<file path="src/scrm_ram.sv">
// scrm_ram: generic single-write, single-read RAM with registered read data.
// No dependencies.

module scrm_ram #(
    parameter int WIDTH = 8,
    parameter int DEPTH = 16
) (
    input  logic                                  clk,
    input  logic                                  we,
    input  logic [(DEPTH > 1 ? $clog2(DEPTH) : 1)-1:0] waddr,
    input  logic [WIDTH-1:0]                      wdata,
    input  logic [(DEPTH > 1 ? $clog2(DEPTH) : 1)-1:0] raddr,
    output logic [WIDTH-1:0]                      rdata
);

    logic [WIDTH-1:0] mem [DEPTH];

    always_ff @(posedge clk)
    begin
        if (we)
        begin
            mem[waddr] <= wdata;
        end
        rdata <= mem[raddr];
    end

endmodule

</file>
<file path="config.mk">
export PLATFORM = sky130hd
export DESIGN_NAME = scrm_ram
export DESIGN_NICKNAME = d
export VERILOG_FILES = /design/src/scrm_ram.sv
export SDC_FILE = /design/constraint.sdc
export NUM_CORES = 1
export LEC_CHECK = 0
export BUFFER_PORTS_ARGS = -buffer_cell sky130_fd_sc_hd__buf_2
export CORE_MARGIN = 2
export CORE_UTILIZATION = 35
export DETAILED_ROUTE_END_ITERATION = 10
export PLACE_DENSITY_LB_ADDON = 0.25
export SETUP_SLACK_MARGIN = 0.15
export SLEW_MARGIN = 30
export SYNTH_ARGS = -nofsm -noshare
export SYNTH_HDL_FRONTEND = slang
export SYNTH_SLANG_ARGS = --single-unit
</file>
<file path="constraint.sdc">
create_clock -name clk -period 1.9 [get_ports clk]
set_input_delay 0.19 -clock clk [delete_from_list [all_inputs] [get_ports clk]]
set_output_delay 0.19 -clock clk [all_outputs]
set_load 0.1 [all_outputs]
</file>
==> results of run 1 <==
## final cells by class
cell class                      instances  share of cell area, %
Clock buffer                           28                   8.02
Tap cell                              184                   3.72
Clock inverter                          4                   1.13
Sequential cell                       136                   64.6
Timing Repair Buffer                   48                   5.41
Multi-Input combinational cell         83                   17.1
## cell families after synthesis
logic type	after synthesis	synth area share [%]
AO/OA/AOI/OAI	16	2.33
buffers and inverters	10	1.68
flip-flops	136	77.8
multiplexers	32	15.0
AND/OR/NAND/NOR	35	3.18
## metrics by stage
stage | power [mW] | worst slack [ps] | utilization (%)
floorplan | 3.75 | 217 | -
global placement | 3.90 | 234 | 39.0
detailed placement | 3.91 | 228 | 39.0
CTS | 7.04 | 425 | 42.9
global route | 7.21 | 414 | 42.9
finish | 6.98 | 453 | 42.9
## power groups by stage
stage               combinational (mW)  clock, mW  sequential, mW
CTS                              0.474       3.19            3.38
global route                     0.497       3.32            3.38
floorplan                        0.170          0            3.58
global placement                 0.464          0            3.44
detailed placement               0.472          0            3.44
finish                           0.467       3.14            3.38
## registers in the layout, indices dropped and copies added, names as in the netlist
signal and cells:
mem 128, rdata 8
## metal layers
metal  vias up  GRT usage (%)  share of wire [%]
met4         0           6.08                1.8
met3        15           4.28                4.8
met2        73           22.3                 47
met1      1288           18.9                 46
li1       1089              -                  -
met5         -              0                  0
## worst min-delay path by stage
| stage | startpoint | end | cells after the start |
|---|---|---|---|
| 6_report | wdata[3] | mem[4][3] | 1 |
| 5_1_grt | wdata[0] | mem[4][0] | 1 |
| 4_1_cts | wdata[3] | mem[1][3] | 1 |
| 3_5_place_dp | wdata[3] | mem[4][3] | 1 |
| 3_3_place_gp | wdata[0] | mem[4][0] | 1 |
| 2_1_floorplan | wdata[0] | mem[0][0] | 0 |
## synth_stat cells, drive strengths merged
master / count
edfxtp: 128
nand2b: 2
clkdlybuf4s25: 3
and2b: 1
a22oi: 16
mux4: 32
and2: 1
dfxtp: 8
nand3: 1
nand2: 9
nor2b: 1
or3b: 1
nor3: 4
buf: 7
nor2: 13
nand3b: 2
==> results.json, run 1 <==
{
  "fin_area_sq_mm": 0.00619,
  "path_clk_slew_ps": 50,
  "postRouteAntennaNets": 0,
  "rr_endpoint": "rdata[3]",
  "antenna_found_initial": 0,
  "max_stage_delay_ps": 450,
  "fin_crit_sh_pct": 76.2,
  "cp_cell_sequence": "buf_2",
  "drive_gt1_share_pct": 30.4,
  "cp_top_family": "buffers and inverters",
  "p_switching_mw": 1.45,
  "clkPwrFrac_pct": 44.9,
  "vias": 2465,
  "tns_ps": 0,
  "seq_area_sq_mm": 0.00400,
  "drv_cap": 0,
  "yosys.cell_types.count": 19,
  "critPathLaunch": "rdata[7]",
  "post-synth-top-area-fraction_pct": 74.7,
  "cts_num_sinks": 136,
  "synth_warnings": 0,
  "cts_buffers": 17,
  "worstPathArrival_ps": 1260,
  "antennaDiodeCount": 0,
  "wire_per_inst_um": 21.7,
  "p_per_area_mw_per_mm2": 1130,
  "grt_pass1_wl_mm": 16.0,
  "whs_ps": 154,
  "area_growth_pct": 20.3,
  "internal_power_mw": 5.53,
  "dr.pass1.iters": 4,
  "setup_viol": 0,
  "clockRootBuffer": "clkbuf_16",
  "port_buffers": 25,
  "clk-insertion-delay-late_ps": 420,
  "hold_path.class": "primary input to register",
  "die_h_um": 125,
  "synth_cells": 229,
  "synthTopCellsByArea": "edfxtp_1 (75%), mux4_2 (7.9%), mux4_1 (7.1%)",
  "grt_max_degree": 24,
  "die_x_um": 125,
  "grt_pass1_vias": 2594,
  "p_sw_share_pct": 20.8,
  "startpoint_type": "register",
  "dp_hpwl_mm": 6.82,
  "period_needed_ps": 1450,
  "layout_commonest_cell": "edfxtp_1",
  "irDropWorstVdd_uv": 522,
  "fillers": 1268,
  "rsz0062_at_grt": "false",
  "final_nets": 304,
  "r2r-start": "mem[1][3]",
  "ys_seq_elements": 136,
  "post-route-drc-count": 0,
  "placed_area_sq_mm": 0.00563,
  "initial_utilization_pct": 35.7,
  "cts_buffer_depth": 2,
  "fmax_mhz": 691,
  "cts_tree": "yes",
  "path_max_fanout": 1,
  "cts.htree.levels": 4,
  "core-area_sq_mm": 0.0144,
  "avgSynthCellArea_sq_um": 22.5,
  "synth_area_sq_mm": 0.00515,
  "wirelength_mm": 10.5,
  "end_kind": "primary output",
  "overflow": 0,
  "row_count": 44,
  "synth-seq-area-share_pct": 77.8,
  "multi_input_area_sq_mm": 0.00106,
  "cp_slowest_cell": "buf_2",
  "syn_nets": 247,
  "slew-limit-headroom_pct": 66.9,
  "synth_top_area_cell": "edfxtp_1",
  "drv_slew": 0,
  "worstMarginPinSlew_ps": 499,
  "routabilityCongestion": 0.787,
  "rr_worst_depth": 3,
  "power.leakage_nw": 2.11,
  "power_frac_comb_pct": 6.7,
  "worstSetupPathDepth": 1,
  "ios": 26,
  "post_cts_resized": 0,
  "layout_common_cells": "edfxtp_1 (128), buf_2 (25), buf_4 (20), mux4_2 (18), clkbuf_16 (17)",
  "cts_post_setup_buffers_inserted": 0,
  "dp.cells": 451,
  "critPathCapture": "rdata[7]",
  "hold_viol": 0,
  "cts_hold_buf": 0,
  "clock_skew_ps": 6.26,
  "r2r_setup_slack_ps": 510,
  "cp_num_buf_inv": 1,
  "critical_path_class": "register to primary output",
  "status": "finished, final reports clean",
  "drtIter0Drc": 110,
  "seqPwrFrac_pct": 48.4,
  "finalNonFillerCells": 483,
  "worstPathRequired_ps": 1710,
  "grt_util_all_layers_pct": 14.3,
  "via_per_inst": 5.10,
  "die_area_sq_mm": 0.0157
}
Note: power is estimated with default switching activity, not from simulation.
==> run 2, diff against run 1 <==
--- a/config.mk
+++ b/config.mk
@@ -5,6 +5,7 @@
 export SDC_FILE = /design/constraint.sdc
 export NUM_CORES = 1
 export LEC_CHECK = 0
+export ABC_AREA = 1
 export BUFFER_PORTS_ARGS = -buffer_cell sky130_fd_sc_hd__buf_2
 export CORE_MARGIN = 2
 export CORE_UTILIZATION = 35
==> constraint.sdc (replaced) <==
create_clock -name clk -period 1.2 [get_ports clk]
set_input_delay 0.12 -clock clk [delete_from_list [all_inputs] [get_ports clk]]
set_output_delay 0.12 -clock clk [all_outputs]
set_load 0.1 [all_outputs]
==> run 2 against run 1 <==
Cell count rose by 71%. Sequential share of layout area decreased by 7.5 points. Register-to-register slack got worse by 300 ps. Routed wire length is 29% higher. Non-clock buffer count rose by 4. Global-route usage increased by 1.7 points. Critical path depth unchanged. Power rose by 63%. Combinational power up 120%. Synthesized area rose by 12%. Die area rose by 12%. Critical endpoint is now rdata[0]. Largest cell class unchanged. Largest power group unchanged.
==> results.json, run 2 <==
{
  "status": "finished, final reports clean",
  "max_stage_delay_ps": 360,
  "busiest_layer": "met2",
  "worstPathRequired_ps": 1080,
  "ios": 26,
  "wire_per_inst_um": 16.3,
  "final_nets": 616,
  "synth_top_area_cell": "edfxtp_1",
  "cp_top_family": "flip-flops",
  "antennaDiodeCount": 0,
  "post-synth-top-area-fraction_pct": 66.7,
  "grt_max_degree": 53,
  "avgSynthCellArea_sq_um": 10.5,
  "path_max_fanout": 1,
  "gr-usage-met2_pct": 25.4,
  "die_area_sq_mm": 0.0175,
  "power.leakage_nw": 3.02,
  "postRouteAntennaNets": 0,
  "overflow": 0,
  "ys_seq_elements": 136,
  "p_per_area_mw_per_mm2": 1620,
  "yosys.cell_types.count": 12,
  "async_flop_share_pct": 0,
  "drv_slew": 0,
  "synth_warnings": 0,
  "grt_util_all_layers_pct": 16.1,
  "grt_pass1_wl_mm": 21.1,
  "clk-insertion-delay-late_ps": 420,
  "synth_area_sq_mm": 0.00577,
  "cp_num_buf_inv": 1,
  "core-area_sq_mm": 0.0160,
  "startpoint_type": "register",
  "cts_buffers": 17,
  "area_growth_pct": 22.0,
  "layout_commonest_cell": "nand2_1",
  "hold_path.class": "primary input to register",
  "largest_reg_flops": 128,
  "synth_cells": 551,
  "power_mw": 11.4,
  "cp_cell_sequence": "buf_12",
  "grt_use_met1_pct": 22.3,
  "cp_slowest_cell": "dfxtp_2",
  "cts.htree.levels": 4,
  "cts_buffer_depth": 2,
  "hold_viol": 0,
  "fin_crit_sh_pct": 90.0,
  "cts_num_sinks": 136,
  "vias": 3784,
  "cts_post_setup_buffers_inserted": 0,
  "row_count": 46,
  "routabilityCongestion": 0.772,
  "synth-seq-area-share_pct": 69.4,
  "seq_area_sq_mm": 0.00402,
  "grt_use_met3_pct": 3.31,
  "wirelength_mm": 13.5,
  "fmax_mhz": 926,
  "end_kind": "primary output",
  "worstPathArrival_ps": 960,
  "worstMarginPinSlew_ps": 421,
  "drv_cap": 0,
  "tns_ps": 0,
  "port_buffers": 25,
  "yosysMostFrequentCell": "nand2_1",
  "syn_nets": 569,
  "irDropWorstVdd_uv": 1080,
  "setup_viol": 0,
  "die_x_um": 132,
  "cts_tree": "yes",
  "drive_gt1_share_pct": 17.0,
  "antenna_found_initial": 0,
  "synth_common_cells": "nand2_1 (173), edfxtp_1 (128), inv_1 (100)",
  "post-route-drc-count": 0,
  "die_h_um": 132,
  "top_register": "mem",
  "path_clk_slew_ps": 60,
  "fillers": 1529,
  "period_needed_ps": 1080,
  "critical_path_class": "register to primary output",
  "rsz0062_at_grt": "true",
  "slew-limit-headroom_pct": 71.9,
  "multi_input_area_sq_mm": 0.00127,
  "dr.pass1.iters": 4,
  "clockRootBuffer": "clkbuf_16",
  "layout_common_cells": "nand2_1 (173), edfxtp_1 (128), inv_1 (100), nand3_1 (85), buf_4 (22)",
  "drtIter0Drc": 308,
  "cts_hold_buf": 0,
  "ys.flop_type": "edfxtp_1",
  "dp_hpwl_mm": 8.40,
  "synthTopCellsByArea": "edfxtp_1 (67%), nand2_1 (11%), nand3_1 (8.4%)",
  "synth-edff-count": 128,
  "clock_skew_ps": 5.11,
  "via_per_inst": 4.58,
  "top_regs": "mem (128), rdata (8)",
  "whs_ps": 121,
  "grt_pass1_vias": 3581,
  "initial_utilization_pct": 36.0
}
==> run 2: changes by cell type in the layout (fill, tap and decap cells not counted), sizes merged, moves of 3 or more <==
cell	change
inv	+103
a22oi	-16
clkbuf	-8
nand3	+96
nor3	-4
nor2	+4
buf	+4
clkinv	+3
clkinvlp	+4
mux4	-32
nand2	+164
==> run 2: path summary, 6_finish.rpt <==
| check | start | endpoint | slack [ps] | depth (start not counted) |
|---|---|---|---|---|
| setup / recovery | rdata[0] | rdata[0] | 120 | 1 |
| hold / removal | wdata[1] | mem[3][1] | 120 | 1 |
| setup reg to reg | mem[6][3] | rdata[3] | 210 | 6 |
| hold reg to reg | mem[8][3] | rdata[3] | 680 | 6 |
==> run 2: per-stage QoR <==
step	std cells	setup WS [ps]	area, sq um	utilization (%)
finish	827	120	7030	44.0
global route	827	100	7030	44.0
CTS	827	108	6970	43.6
detailed placement	795	20.8	6320	39.5
global placement	795	3.98	6320	39.5
floorplan	551	129	5770	-
==> run 2: power breakdown <==
group | internal, mW | total, mW | switching [mW]
sequential | 5.32 | 5.37 | 0.0548
combinational | 0.323 | 1.02 | 0.693
clock | 3.10 | 5.01 | 1.90
total | 8.74 | 11.4 | 2.65
==> run 2: cells by family (layout without fill, tap and decap cells) <==
logic type    count (synthesis)  count (layout)  synth area share, %
buf+inv                     126             186                 9.52
flops                       136             136                 69.4
simple gates                289             289                 21.0
==> run 2: layout make-up <==
type / instances / share of cell area (%)
multi-input cells: 289 / 18.1
flip-flops and latches: 136 / 57.2
well taps: 216 / 3.84
clock buffers: 20 / 6.35
clock inverters: 12 / 1.81
inverters: 102 / 5.44
repair buffers: 52 / 7.26
==> run 2: timing repair <==
| item | CTS | global route |
|---|---|---|
| gates resized for setup | 26 | 13 |
| hold endpoints to repair | 0 | 0 |
| pin swaps | 0 | 1 |
| setup endpoints to repair | 8 | 14 |
==> run 2: layer usage <==
metal	vias to the layer above	part of all wire, %
li1	1868	-
met1	1802	47
met2	101	46
met3	13	5.7
met4	0	1.1
met5	-	0
==> run 3, diff against run 2 <==
--- a/config.mk
+++ b/config.mk
@@ -9,8 +9,8 @@
 export BUFFER_PORTS_ARGS = -buffer_cell sky130_fd_sc_hd__buf_2
 export CORE_MARGIN = 2
 export CORE_UTILIZATION = 35
+export CTS_CLUSTER_SIZE = 20
 export DETAILED_ROUTE_END_ITERATION = 10
-export PLACE_DENSITY_LB_ADDON = 0.25
 export SETUP_SLACK_MARGIN = 0.15
 export SLEW_MARGIN = 30
 export SYNTH_ARGS = -nofsm -noshare
==> run 3 against run 2 <==
Setup slack improved by 2.4 ps. Global-route usage fell by 0.29 points. Combinational power hardly changed. Non-clock buffer count fell by 1. Maximum frequency is 0.22% higher. Count of clock-buffer cells in the layout is 2 higher. Largest power group unchanged.
==> results.json, run 3 (synthesized netlist as in run 2, its figures left out) <==
{
  "r2r_setup_slack_ps": 210,
  "postRouteAntennaNets": 0,
  "path_max_fanout": 1,
  "status": "finished, final reports clean",
  "power_mw": 11.5,
  "largest_reg_flops": 128,
  "via_per_inst": 4.62,
  "tns_ps": 0,
  "cp_cell_sequence": "buf_12",
  "internal_power_mw": 8.91,
  "rr_endpoint": "rdata[6]",
  "hold_path.class": "primary input to register",
  "fillers": 1579,
  "fin_crit_sh_pct": 89.8,
  "dr.pass1.iters": 5,
  "startpoint_type": "register",
  "dp_hpwl_mm": 8.06,
  "grt_pass1_wl_mm": 20.5,
  "cts_buffers": 17,
  "irDropWorstVdd_uv": 1660,
  "drv_cap": 0,
  "p_sw_share_pct": 22.6,
  "p_switching_mw": 2.60,
  "grt_pass1_vias": 3827,
  "post-route-drc-count": 0,
  "drv_slew": 0,
  "wirelength_mm": 12.8,
  "cp_slowest_cell": "dfxtp_2",
  "routabilityCongestion": 0.783,
  "critPathLaunch": "rdata[1]",
  "cts_num_sinks": 136,
  "placed_area_sq_mm": 0.00634,
  "clockRootBuffer": "clkbuf_16",
  "cts_hold_buf": 0,
  "setup_viol": 0,
  "drtIter0Drc": 351,
  "grt_max_degree": 45,
  "cts_buffer_depth": 2,
  "cts_tree": "yes",
  "top_regs": "mem (128), rdata (8)",
  "hold_viol": 0,
  "cp_num_buf_inv": 1,
  "core-area_sq_mm": 0.0160,
  "slew-limit-headroom_pct": 72.5,
  "r2r-start": "mem[1][6]",
  "worstPathArrival_ps": 960,
  "power.leakage_nw": 3.01,
  "die_area_sq_mm": 0.0175,
  "cts.htree.levels": 4,
  "final_util_pct": 43.8,
  "antenna_found_initial": 0,
  "grt_util_all_layers_pct": 15.8,
  "fin_area_sq_mm": 0.00701,
  "max_stage_delay_ps": 360,
  "fmax_mhz": 928,
  "initial_utilization_pct": 36.0,
  "cp_top_family": "flip-flops",
  "cts_post_setup_buffers_inserted": 0,
  "power_frac_comb_pct": 8.6,
  "top_register": "mem",
  "die_x_um": 132,
  "port_buffers": 25,
  "row_count": 46,
  "clkPwrFrac_pct": 44.8,
  "layout_common_cells": "nand2_1 (173), edfxtp_1 (128), inv_1 (100), nand3_1 (93), buf_4 (21)",
  "wire_per_inst_um": 15.5,
  "antennaDiodeCount": 0,
  "worstSetupPathDepth": 1,
  "critical_path_class": "register to primary output",
  "p_per_area_mw_per_mm2": 1640,
  "overflow": 0,
  "end_kind": "primary output",
  "die_h_um": 132,
  "clock_skew_ps": 7.95,
  "ios": 26,
  "rsz0062_at_grt": "true",
  "seqPwrFrac_pct": 46.6,
  "worstMarginPinSlew_ps": 412,
  "rr_worst_depth": 6,
  "path_clk_slew_ps": 60,
  "clk-insertion-delay-late_ps": 410,
  "vias": 3814,
  "period_needed_ps": 1080,
  "drive_gt1_share_pct": 15.7,
  "critPathCapture": "rdata[1]",
  "layout_commonest_cell": "nand2_1",
  "final_nets": 615,
  "area_growth_pct": 21.5,
  "worstPathRequired_ps": 1080
}
[run 3: tightest hold or removal path: cells and delay by family]
kind,cells,cell delay [ps]
simple gates,2,150
buf+inv,1,170
[run 3: worst min-delay path by stage]
stage                        start   endpoint  slack, ps  cells after the start
after floorplan           wdata[0]  mem[0][0]        220                      0
after global placement    raddr[3]   rdata[3]        500                      3
after detailed placement  raddr[3]   rdata[0]        500                      3
after CTS                 raddr[3]   rdata[0]         50                      3
after global routing      raddr[3]   rdata[3]         70                      3
final                     raddr[3]   rdata[3]         70                      3
[run 3: per-stage QoR]
| step | cells | setup WS [ps] | hold slack (ps) |
|---|---|---|---|
| CTS | 826 | 102 | 45.7 |
| global route | 826 | 105 | 67.8 |
| detailed placement | 794 | 23.5 | 499 |
| global placement | 794 | 13.3 | 500 |
| floorplan | 551 | 129 | 219 |
| finish | 826 | 122 | 66.7 |
[run 3: what timing repair did]
item	in CTS	in global routing
endpoints found under the setup margin	8	12
resized for setup	16	4
pin swaps	0	1
[run 3: power groups by stage]
stage                     combinational [mW]  sequential [mW]  clock [mW]
after CTS                              0.993             5.37        5.26
final                                  0.986             5.37        5.16
after floorplan                        0.375             5.66           0
after detailed placement               0.965             5.46           0
after global placement                 0.954             5.45           0
after global routing                    1.07             5.38        5.44
[run 3: cell type report]
class | count | area [sq um] | share of cell area (%)
Inverter | 102 | 383 | 5.46
Timing Repair Buffer | 51 | 503 | 7.18
Multi-Input combinational cell | 289 | 1230 | 17.6
Sequential cell | 136 | 4010 | 57.3
Clock buffer | 22 | 484 | 6.91
Clock inverter | 10 | 119 | 1.70
Tap cell | 216 | 270 | 3.86
[run 3: metal layers]
layer  GRT usage, %  routed length, um  part of all wire [%]  up-vias
met4           6.33                201                   1.6        0
met3           4.15                658                   5.1       16
met1           19.5               5500                    43     1840
met2           26.4               6420                    50       95
met5              0                  0                     0        -
li1               -                  -                     -     1863
